--- src/design/hhm_pkg.sv ---
// package for the device heartbeat health monitor
// holds slot entry, result and config types, operation codes and constants
// no dependencies
package hhm_pkg;

  localparam int unsigned ID_W     = 32;
  localparam int unsigned HEALTH_W = 12;
  localparam int unsigned CFG_W    = 11;
  localparam int unsigned SLOT_W   = 4;
  localparam int unsigned OP_W     = 2;
  localparam int unsigned CFG_IDX_W = 1;

  typedef enum logic [OP_W-1:0] {
    OP_REGISTER  = 2'd0,
    OP_TICK      = 2'd1,
    OP_HEARTBEAT = 2'd2,
    OP_QUERY     = 2'd3
  } op_e;

  typedef enum logic [CFG_IDX_W-1:0] {
    CFG_HEALTH_DEFAULT = 1'b0,
    CFG_HEALTH_MAX     = 1'b1
  } cfg_idx_e;

  typedef enum logic [1:0] {
    ST_IDLE,
    ST_SCAN,
    ST_FIN
  } state_e;

  localparam logic [CFG_W-1:0] HEALTH_DEFAULT_RST = 11'd100;
  localparam logic [CFG_W-1:0] HEALTH_MAX_RST     = 11'd200;

  localparam logic signed [HEALTH_W:0]   HB_INC      = 13'sd50;
  localparam logic signed [HEALTH_W:0]   TICK_DEC    = 13'sd2;
  localparam logic signed [HEALTH_W-1:0] HEALTH_NONE = -12'sd1;

  typedef struct packed {
    logic [ID_W-1:0]            id;
    logic signed [HEALTH_W-1:0] health;
    logic                       online;
  } entry_t;

  typedef struct packed {
    logic [CFG_W-1:0] health_default;
    logic [CFG_W-1:0] health_max;
  } cfg_t;

  typedef struct packed {
    logic                       valid;
    logic                       found;
    logic                       online;
    logic signed [HEALTH_W-1:0] health;
  } res_t;

endpackage

--- src/design/hhm_if.sv ---
// item channels of the heartbeat health monitor: command in, result out
// valid/ready handshake with source and sink modports
// depends on hhm_pkg
interface hhm_in_if;
  logic                        valid;
  logic                        ready;
  logic [hhm_pkg::OP_W-1:0]    operation;
  logic [hhm_pkg::SLOT_W-1:0]  slot;
  logic [hhm_pkg::ID_W-1:0]    device_id;

  modport source (output valid, output operation, output slot, output device_id,
                  input ready);
  modport sink   (input valid, input operation, input slot, input device_id,
                  output ready);
endinterface

interface hhm_out_if;
  logic                               valid;
  logic                               ready;
  logic                               found;
  logic                               online;
  logic signed [hhm_pkg::HEALTH_W-1:0] health;

  modport source (output valid, output found, output online, output health,
                  input ready);
  modport sink   (input valid, input found, input online, input health,
                  output ready);
endinterface

--- src/design/hhm_mem.sv ---
// slot table memory: one write port, one registered read port
// per-entry valid bits cleared by reset, an unwritten entry reads as zero
// depends on hhm_pkg
module hhm_mem #(
  parameter int unsigned NUM_SLOTS = 16,
  parameter int unsigned IW = 4
) (
  input  logic            clk_i,
  input  logic            rst_ni,
  input  logic            we_i,
  input  logic [IW-1:0]   waddr_i,
  input  hhm_pkg::entry_t wdata_i,
  input  logic            re_i,
  input  logic [IW-1:0]   raddr_i,
  output hhm_pkg::entry_t rdata_o
);

  hhm_pkg::entry_t        mem_q [NUM_SLOTS];
  logic [NUM_SLOTS-1:0]   vld_q;
  hhm_pkg::entry_t        rd_q;
  logic                   rd_vld_q;

  always_ff @(posedge clk_i) begin
    if (we_i) begin
      mem_q[waddr_i] <= wdata_i;
    end
    if (re_i) begin
      rd_q <= mem_q[raddr_i];
    end
  end

  always_ff @(posedge clk_i or negedge rst_ni) begin
    if (!rst_ni) begin
      vld_q    <= '0;
      rd_vld_q <= 1'b0;
    end else begin
      if (we_i) begin
        vld_q[waddr_i] <= 1'b1;
      end
      if (re_i) begin
        rd_vld_q <= vld_q[raddr_i];
      end
    end
  end

  assign rdata_o = rd_vld_q ? rd_q : '0;

endmodule

--- src/design/hhm_ctrl.sv ---
// sequencer: accepts a command item; register writes its slot directly, the others walk
// the slot table one slot per cycle and hand the result to the output register
// depends on hhm_pkg and hhm_if
module hhm_ctrl #(
  parameter int unsigned NUM_SLOTS = 16,
  parameter int unsigned IW = 4,
  parameter int unsigned CW = 5
) (
  input  logic            clk_i,
  input  logic            rst_ni,
  hhm_in_if.sink          in_if,
  input  hhm_pkg::cfg_t   cfg_i,
  output hhm_pkg::res_t   res_o,
  input  logic            res_ready_i,
  output logic            mem_we_o,
  output logic [IW-1:0]   mem_waddr_o,
  output hhm_pkg::entry_t mem_wdata_o,
  output logic            mem_re_o,
  output logic [IW-1:0]   mem_raddr_o,
  input  hhm_pkg::entry_t mem_rdata_i
);

  hhm_pkg::state_e             state_q, state_d;
  hhm_pkg::op_e                op_q, op_d;
  logic [hhm_pkg::ID_W-1:0]    id_q, id_d;
  logic [CW-1:0]               cnt_q, cnt_d;
  logic                        pend_q, pend_d;
  logic [IW-1:0]               pidx_q, pidx_d;
  hhm_pkg::res_t               res_q, res_d;

  logic                                 last;
  logic                                 match;
  logic signed [hhm_pkg::HEALTH_W:0]    tick_h;
  logic signed [hhm_pkg::HEALTH_W:0]    hb_h;
  logic signed [hhm_pkg::HEALTH_W:0]    max_h;
  logic signed [hhm_pkg::HEALTH_W-1:0]  tick_new;
  logic signed [hhm_pkg::HEALTH_W-1:0]  hb_new;

  always_ff @(posedge clk_i or negedge rst_ni) begin
    if (!rst_ni) begin
      state_q <= hhm_pkg::ST_IDLE;
      pend_q  <= 1'b0;
      cnt_q   <= '0;
    end else begin
      state_q <= state_d;
      pend_q  <= pend_d;
      cnt_q   <= cnt_d;
    end
  end

  always_ff @(posedge clk_i) begin
    op_q   <= op_d;
    id_q   <= id_d;
    pidx_q <= pidx_d;
    res_q  <= res_d;
  end

  assign last  = (cnt_q == CW'(NUM_SLOTS));
  assign match = (id_q != '0) && (mem_rdata_i.id == id_q);

  assign tick_h   = $signed({mem_rdata_i.health[hhm_pkg::HEALTH_W-1], mem_rdata_i.health})
                    - hhm_pkg::TICK_DEC;
  assign tick_new = (tick_h <= 13'sd0) ? hhm_pkg::HEALTH_NONE
                                       : tick_h[hhm_pkg::HEALTH_W-1:0];
  assign hb_h     = $signed({mem_rdata_i.health[hhm_pkg::HEALTH_W-1], mem_rdata_i.health})
                    + hhm_pkg::HB_INC;
  assign max_h    = $signed({2'b00, cfg_i.health_max});
  assign hb_new   = (hb_h > max_h) ? max_h[hhm_pkg::HEALTH_W-1:0]
                                   : hb_h[hhm_pkg::HEALTH_W-1:0];

  always_comb begin
    state_d     = state_q;
    op_d        = op_q;
    id_d        = id_q;
    cnt_d       = cnt_q;
    pend_d      = pend_q;
    pidx_d      = pidx_q;
    res_d       = res_q;
    in_if.ready = (state_q == hhm_pkg::ST_IDLE);
    mem_we_o    = 1'b0;
    mem_waddr_o = pidx_q;
    mem_wdata_o = mem_rdata_i;
    mem_re_o    = 1'b0;
    mem_raddr_o = cnt_q[IW-1:0];
    res_o       = res_q;
    res_o.valid = 1'b0;

    case (state_q)
      hhm_pkg::ST_IDLE: begin
        if (in_if.valid) begin
          op_d   = hhm_pkg::op_e'(in_if.operation);
          id_d   = in_if.device_id;
          res_d  = '0;
          cnt_d  = '0;
          pend_d = 1'b0;
          if (hhm_pkg::op_e'(in_if.operation) == hhm_pkg::OP_REGISTER) begin
            if (int'(in_if.slot) < int'(NUM_SLOTS)) begin
              mem_we_o    = 1'b1;
              mem_waddr_o = IW'(in_if.slot);
              mem_wdata_o.id     = in_if.device_id;
              mem_wdata_o.health = $signed({1'b0, cfg_i.health_default});
              mem_wdata_o.online = 1'b0;
            end
            state_d = hhm_pkg::ST_FIN;
          end else begin
            state_d = hhm_pkg::ST_SCAN;
          end
        end
      end

      hhm_pkg::ST_SCAN: begin
        if (!last) begin
          mem_re_o = 1'b1;
          cnt_d    = cnt_q + CW'(1);
          pidx_d   = cnt_q[IW-1:0];
        end
        pend_d = !last;
        if (pend_q) begin
          case (op_q)
            hhm_pkg::OP_TICK: begin
              if (mem_rdata_i.id != '0) begin
                mem_we_o           = 1'b1;
                mem_wdata_o.health = tick_new;
                mem_wdata_o.online = (tick_new != hhm_pkg::HEALTH_NONE);
              end
              if (last) begin
                state_d = hhm_pkg::ST_FIN;
              end
            end
            hhm_pkg::OP_HEARTBEAT, hhm_pkg::OP_QUERY: begin
              if (match) begin
                res_d.found = 1'b1;
                if (op_q == hhm_pkg::OP_HEARTBEAT) begin
                  mem_we_o           = 1'b1;
                  mem_wdata_o.health = hb_new;
                  res_d.health       = hb_new;
                end else begin
                  res_d.online = mem_rdata_i.online;
                  res_d.health = mem_rdata_i.health;
                end
                state_d = hhm_pkg::ST_FIN;
              end else if (last) begin
                state_d = hhm_pkg::ST_FIN;
              end
            end
            default: begin
              state_d = hhm_pkg::ST_FIN;
            end
          endcase
        end
      end

      hhm_pkg::ST_FIN: begin
        res_o.valid = 1'b1;
        if (res_ready_i) begin
          state_d = hhm_pkg::ST_IDLE;
        end
      end

      default: begin
        state_d = hhm_pkg::ST_IDLE;
      end
    endcase
  end

endmodule

--- src/design/device_heartbeat_health_monitor_unit.sv ---
// top level of the device heartbeat health monitor
// holds config registers and the output register, ties sequencer to slot memory
// depends on hhm_pkg, hhm_if, hhm_mem, hhm_ctrl
//
//   channel  direction  handshake          payload
//   in_if    sink       valid/ready        operation, slot, device_id
//   out_if   source     valid/ready        found, online, health
//   cfg      input      cfg_we_i           cfg_idx_i, cfg_data_i
//
// register: the slot is written on accept, then the result goes through FIN to the result register
// tick: one slot read and, if occupied, written back per cycle
// heartbeat/query: the scan stops at the first matching slot, or after the last slot with none
// reset clears the slot table at once through per-slot valid bits
// a new item is taken while the previous result waits in the output register
module device_heartbeat_health_monitor_unit #(
  parameter int unsigned NUM_SLOTS = 16
) (
  input  logic                            clk_i,
  input  logic                            rst_ni,
  hhm_in_if.sink                          in_if,
  hhm_out_if.source                       out_if,
  input  logic                            cfg_we_i,
  input  logic [hhm_pkg::CFG_IDX_W-1:0]   cfg_idx_i,
  input  logic [hhm_pkg::CFG_W-1:0]       cfg_data_i
);

  localparam int unsigned IW = (NUM_SLOTS > 1) ? $clog2(NUM_SLOTS) : 1;
  localparam int unsigned CW = $clog2(NUM_SLOTS + 1);

  hhm_pkg::cfg_t   cfg_q, cfg_d;
  hhm_pkg::res_t   res;
  logic            res_ready;
  logic            out_valid_q;
  logic            out_found_q;
  logic            out_online_q;
  logic signed [hhm_pkg::HEALTH_W-1:0] out_health_q;

  logic            mem_we;
  logic [IW-1:0]   mem_waddr;
  hhm_pkg::entry_t mem_wdata;
  logic            mem_re;
  logic [IW-1:0]   mem_raddr;
  hhm_pkg::entry_t mem_rdata;

  always_comb begin
    cfg_d = cfg_q;
    if (cfg_we_i) begin
      case (hhm_pkg::cfg_idx_e'(cfg_idx_i))
        hhm_pkg::CFG_HEALTH_DEFAULT: cfg_d.health_default = cfg_data_i;
        hhm_pkg::CFG_HEALTH_MAX:     cfg_d.health_max     = cfg_data_i;
        default:                     cfg_d = cfg_q;
      endcase
    end
  end

  always_ff @(posedge clk_i or negedge rst_ni) begin
    if (!rst_ni) begin
      cfg_q.health_default <= hhm_pkg::HEALTH_DEFAULT_RST;
      cfg_q.health_max     <= hhm_pkg::HEALTH_MAX_RST;
      out_valid_q          <= 1'b0;
    end else begin
      cfg_q <= cfg_d;
      if (res.valid && res_ready) begin
        out_valid_q <= 1'b1;
      end else if (out_if.ready) begin
        out_valid_q <= 1'b0;
      end
    end
  end

  always_ff @(posedge clk_i) begin
    if (res.valid && res_ready) begin
      out_found_q  <= res.found;
      out_online_q <= res.online;
      out_health_q <= res.health;
    end
  end

  assign res_ready      = !out_valid_q || out_if.ready;
  assign out_if.valid   = out_valid_q;
  assign out_if.found   = out_found_q;
  assign out_if.online  = out_online_q;
  assign out_if.health  = out_health_q;

  hhm_ctrl #(
    .NUM_SLOTS (NUM_SLOTS),
    .IW        (IW),
    .CW        (CW)
  ) u_ctrl (
    .clk_i       (clk_i),
    .rst_ni      (rst_ni),
    .in_if       (in_if),
    .cfg_i       (cfg_q),
    .res_o       (res),
    .res_ready_i (res_ready),
    .mem_we_o    (mem_we),
    .mem_waddr_o (mem_waddr),
    .mem_wdata_o (mem_wdata),
    .mem_re_o    (mem_re),
    .mem_raddr_o (mem_raddr),
    .mem_rdata_i (mem_rdata)
  );

  hhm_mem #(
    .NUM_SLOTS (NUM_SLOTS),
    .IW        (IW)
  ) u_mem (
    .clk_i   (clk_i),
    .rst_ni  (rst_ni),
    .we_i    (mem_we),
    .waddr_i (mem_waddr),
    .wdata_i (mem_wdata),
    .re_i    (mem_re),
    .raddr_i (mem_raddr),
    .rdata_o (mem_rdata)
  );

endmodule
--- src/flat_wrapper.sv ---
// flat-port wrapper written by rule: the top's interface ports become plain ports
module device_heartbeat_health_monitor_unit_flat 
#(
  parameter int unsigned NUM_SLOTS = 16
)
  (clk_i, rst_ni, cfg_we_i, cfg_idx_i, cfg_data_i, in_if_valid, in_if_operation, in_if_slot, in_if_device_id, in_if_ready, out_if_valid, out_if_found, out_if_online, out_if_health, out_if_ready);
  hhm_in_if in_if_i ();
  hhm_out_if out_if_i ();
  input  logic clk_i;
  input  logic rst_ni;
  input  logic cfg_we_i;
  input  logic [hhm_pkg::CFG_IDX_W-1:0] cfg_idx_i;
  input  logic [hhm_pkg::CFG_W-1:0] cfg_data_i;
  input wire logic [$bits(in_if_i.valid)-1:0] in_if_valid;
  input wire logic [$bits(in_if_i.operation)-1:0] in_if_operation;
  input wire logic [$bits(in_if_i.slot)-1:0] in_if_slot;
  input wire logic [$bits(in_if_i.device_id)-1:0] in_if_device_id;
  output wire logic [$bits(in_if_i.ready)-1:0] in_if_ready;
  output wire logic [$bits(out_if_i.valid)-1:0] out_if_valid;
  output wire logic [$bits(out_if_i.found)-1:0] out_if_found;
  output wire logic [$bits(out_if_i.online)-1:0] out_if_online;
  output wire logic [$bits(out_if_i.health)-1:0] out_if_health;
  input wire logic [$bits(out_if_i.ready)-1:0] out_if_ready;
  assign in_if_i.valid = in_if_valid;
  assign in_if_i.operation = in_if_operation;
  assign in_if_i.slot = in_if_slot;
  assign in_if_i.device_id = in_if_device_id;
  assign in_if_ready = in_if_i.ready;
  assign out_if_valid = out_if_i.valid;
  assign out_if_found = out_if_i.found;
  assign out_if_online = out_if_i.online;
  assign out_if_health = out_if_i.health;
  assign out_if_i.ready = out_if_ready;
  device_heartbeat_health_monitor_unit #(.NUM_SLOTS(NUM_SLOTS)) u_core (.clk_i(clk_i), .rst_ni(rst_ni), .in_if(in_if_i), .out_if(out_if_i), .cfg_we_i(cfg_we_i), .cfg_idx_i(cfg_idx_i), .cfg_data_i(cfg_data_i));
endmodule
--- config.mk ---
export PLATFORM = sky130hd
export DESIGN_NAME = device_heartbeat_health_monitor_unit_flat
export DESIGN_NICKNAME = d
export VERILOG_FILES = /design/src/design/hhm_pkg.sv /design/src/design/hhm_if.sv /design/src/design/hhm_mem.sv /design/src/design/hhm_ctrl.sv /design/src/design/device_heartbeat_health_monitor_unit.sv /design/src/flat_wrapper.sv
export SDC_FILE = /design/constraint.sdc
export NUM_CORES = 1
export LEC_CHECK = 0
export BUFFER_PORTS_ARGS = -buffer_cell sky130_fd_sc_hd__buf_4
export CORE_MARGIN = 3
export CORE_UTILIZATION = 60
export CTS_CLUSTER_SIZE = 20
export DETAILED_ROUTE_END_ITERATION = 8
export PLACE_DENSITY = 0.74
export SETUP_SLACK_MARGIN = 0.3
export SLEW_MARGIN = 5
export SYNTH_ARGS = -nofsm -noshare
export SYNTH_HDL_FRONTEND = slang
export SYNTH_SLANG_ARGS = --single-unit
--- constraint.sdc ---
create_clock -name clk_i -period 6.35 [get_ports clk_i]
set_input_delay 0.3175 -clock clk_i [delete_from_list [all_inputs] [get_ports clk_i]]
set_output_delay 0.3175 -clock clk_i [all_outputs]
set_load 0.01 [all_outputs]
==> flow_summary.ini <==
[critical_path]
reg2regPathDepth = 10
crit_required_ns = 6.68
critical_path.max_stage_delay_ns = 0.88
critical_path.cell_chain = buf_4, nand4b_1, o22ai_1, a21oi_1, nor4b_1, nand4_1, a211oi_1, a21oi_1, nor2_4, buf_4
crit_cells = 10
crit_type = reg -> reg
crit_arrival_ns = 5.65
cp_num_buf_inv = 2
crit_path_start_kind = flop
path_max_fanout = 68
path_delay_family = simple AND/OR/NAND/NOR gates
crit_path_end_kind = flop
cp_slowest_cell = nor2_4

[detailed_routing]
initialDrtViolationCount = 2573
ant_nets = 0
wl_per_cell_um = 29.47
num_vias = 19590
drt-total-wl_um = 85440
avgViaCountPerCell = 6.758
drc_errors = 0
dr.pass1.iters = 6

[finish]
fin_nets = 2131
syn_to_final_growth_pct = 13.52
fillers = 3626
drive_gt1_share_pct = 25.88
final_util_pct = 68.92
layout_commonest_cell = edfxtp_1
layout_common_cells = edfxtp_1, mux4_2, buf_4

[place]
port_buffers = 70
gp_congestion = 0.9541
dp_hpwl_um = 55040

[pwr]
ir_drop_uv = 285.5
power.density_nw_per_um2 = 423.0
seq_power_share_pct = 46.4
p_comb_share_pct = 25.8
switching_share_pct = 30.70
clkPwrFrac_pct = 27.9
switchingPower_mw = 5.293
p_leak_nw = 13.31
total_power_mw = 17.24
internal_power_mw = 11.95

[grt]
grt_pass1_vias = 19630
grt_first_pass_wirelength_um = 129000
grt-ovfl-total = 0
grt_max_degree = 89
antenna_found_initial = 2
track_usage_pct = 28.00

[sta]
fmax_ghz = 0.1882
setup_viol = 0
grt_setup_unrepaired = false
skew_ns = 0.03201
relSlewSlack_pct = 11.51
worstMarginPinSlew_ns = 1.324
min_period_ns = 5.313
finalSetupTns_ns = 0
slew_violations = 0
min_period_over_period_pct = 83.67
finalHoldViolations = 0

[min_path]
hold_depth = 3
hp-class = in -> reg

[synthesis]
synth_edf_count = 831
yosysWarningCount = 0
synth_flop_cell = edfxtp_1
synth_cell_types = 71
syn-num-nets = 1961
synth_area_um2 = 35900
async_flop_share_pct = 5.461
netlist_instances = 1891
yosysSeqAreaShare_pct = 72.88
ys_seq_elements = 879
avgSynthCellArea_um2 = 18.98

[die]
coreArea_um2 = 59130
num_rows = 89
die_area_um2 = 62800
ios = 71
start_util_pct = 60.71
fp.dieW_um = 250.6
die_h_um = 250.6

[clocking]
path_clk_slew_ns = 0.06
clockBufferDepth = 3
cts_buffers = 88
hold_buffers = 47
cts_htree_levels = 3
post_cts_buffers = 0
cts_tree = yes
clk_latency_ns = 0.65
clkSinkCount = 879
root_buffer = clkbuf_16
cts_resized = 0

[flow_run]
drv_cap = 0

[run_status]
status = completed
[worst min-delay path, cell delays in order]
cell and delay, ns:
buf_4 0.12, nand2_1 0.16, o2bb2ai_1 0.10
[power groups by stage]
stage	clock network, mW	logic, mW	registers, mW
5_1_grt	5.10	4.75	8.05
2_1_floorplan	0	3.21	7.71
4_1_cts	4.88	4.45	7.97
3_3_place_gp	0	4.32	8.07
3_5_place_dp	0	4.38	8.09
6_report	4.80	4.44	7.99
[worst paths after layout]
| kind | startpoint | to | slack, ns |
|---|---|---|---|
| setup / recovery | u_core.u_mem.rd_vld_q | u_core.u_mem.mem_q[1][10] | 1.04 |
| hold / removal | in_if_valid | u_core.u_ctrl.state_q[0] | 0.12 |
| setup reg to reg | u_core.u_mem.rd_vld_q | u_core.u_mem.mem_q[1][10] | 1.04 |
| hold reg to reg | u_core.u_ctrl.res_o[2] | u_core.out_if.health[2] | 0.42 |
| max in group asynchronous | rst_ni | u_core.u_ctrl.cnt_q[1] | 5.62 |
| min in group asynchronous | rst_ni | u_core.u_mem.vld_q[15] | 0.25 |
[final cells by class]
type	count	area (µm²)	share of cell area (%)
multi-input cells	888	9403	23.07
repair buffers	174	1436	3.525
flip-flops and latches	879	26180	64.24
clock buffers	110	2306	5.659
inverters	30	112.6	0.2763
clock inverters	44	344.1	0.8444
diodes	1	2.502	0.006141
well taps	773	967.2	2.373
[through the flow]
step                hold slack [ns]  setup WS [ns]  cell area, µm²  std cells
floorplan                   0.02191          1.715           35900       1891
global placement             0.3648          1.326           37630       2697
detailed placement           0.3767          1.193           37630       2697
CTS                         0.08900          1.130           40750       2898
global route                 0.1392         0.8686           40750       2899
finish                       0.1182          1.037           40750       2899
[metal layers]
metal,track usage [%],vias to the layer above,wire (µm),share of wire [%]
li1,-,8113,-,-
met1,41.83,10210,34610,41
met2,42.83,1123,40170,47
met3,5.586,149,8216,9.6
met4,8.635,0,2435,2.9
met5,0,-,0,0
[kinds of logic (layout without fill, tap and decap cells)]
| group | after synthesis | in the layout | share of synthesized area, % |
|---|---|---|---|
| DFF | 879 | 879 | 72.88 |
| and+or+nand+nor | 375 | 375 | 5.068 |
| muxes | 269 | 269 | 15.61 |
| AOI/OAI and AO/OA | 201 | 201 | 3.859 |
| buffers and inverters | 124 | 358 | 1.373 |
| xor gates and xnor gates | 28 | 28 | 0.6832 |
| adders and majority gates | 15 | 15 | 0.5228 |
| other | 0 | 1 | 0 |
[cell usage after synthesis, drive strengths merged, types with 7 or more instances]
| cell type | number | area (µm²) |
|---|---|---|
| ha | 15 | 187.7 |
| mux4 | 230 | 5180 |
| xor2 | 18 | 157.7 |
| clkbuf | 58 | 217.7 |
| nand3 | 49 | 245.2 |
| o22ai | 20 | 125.1 |
| a211oi | 8 | 60.06 |
| inv | 30 | 112.6 |
| o22a | 9 | 78.83 |
| o21ai | 37 | 185.2 |
| nand2 | 117 | 439.2 |
| nor4 | 24 | 162.7 |
| mux2i | 12 | 120.1 |
| xnor2 | 10 | 87.58 |
| o21bai | 16 | 120.1 |
| mux2 | 27 | 304.0 |
| nor2 | 92 | 347.8 |
| buf | 36 | 162.6 |
| dfrtp | 42 | 1051 |
| nor3 | 23 | 120.1 |
| a21oi | 32 | 160.2 |
| nand3b | 10 | 75.07 |
| edfxtp | 831 | 24950 |
| o21a | 7 | 52.55 |
| nand4 | 14 | 87.58 |
| a31oi | 9 | 56.30 |
| a22oi | 20 | 150.1 |
[sequential cells by signal (all words and copies together) (netlist names), 4 cells and up]
name                  cells
u_core.cfg_q             22
u_core.out_if.health     12
u_core.u_ctrl.cnt_q       5
u_core.u_ctrl.id_q       32
u_core.u_ctrl.pidx_q      4
u_core.u_ctrl.res_o      14
u_core.u_mem.mem_q      720
u_core.u_mem.rd_q        45
u_core.u_mem.vld_q       16
No activity file was read; power rests on OpenSTA's default activity.
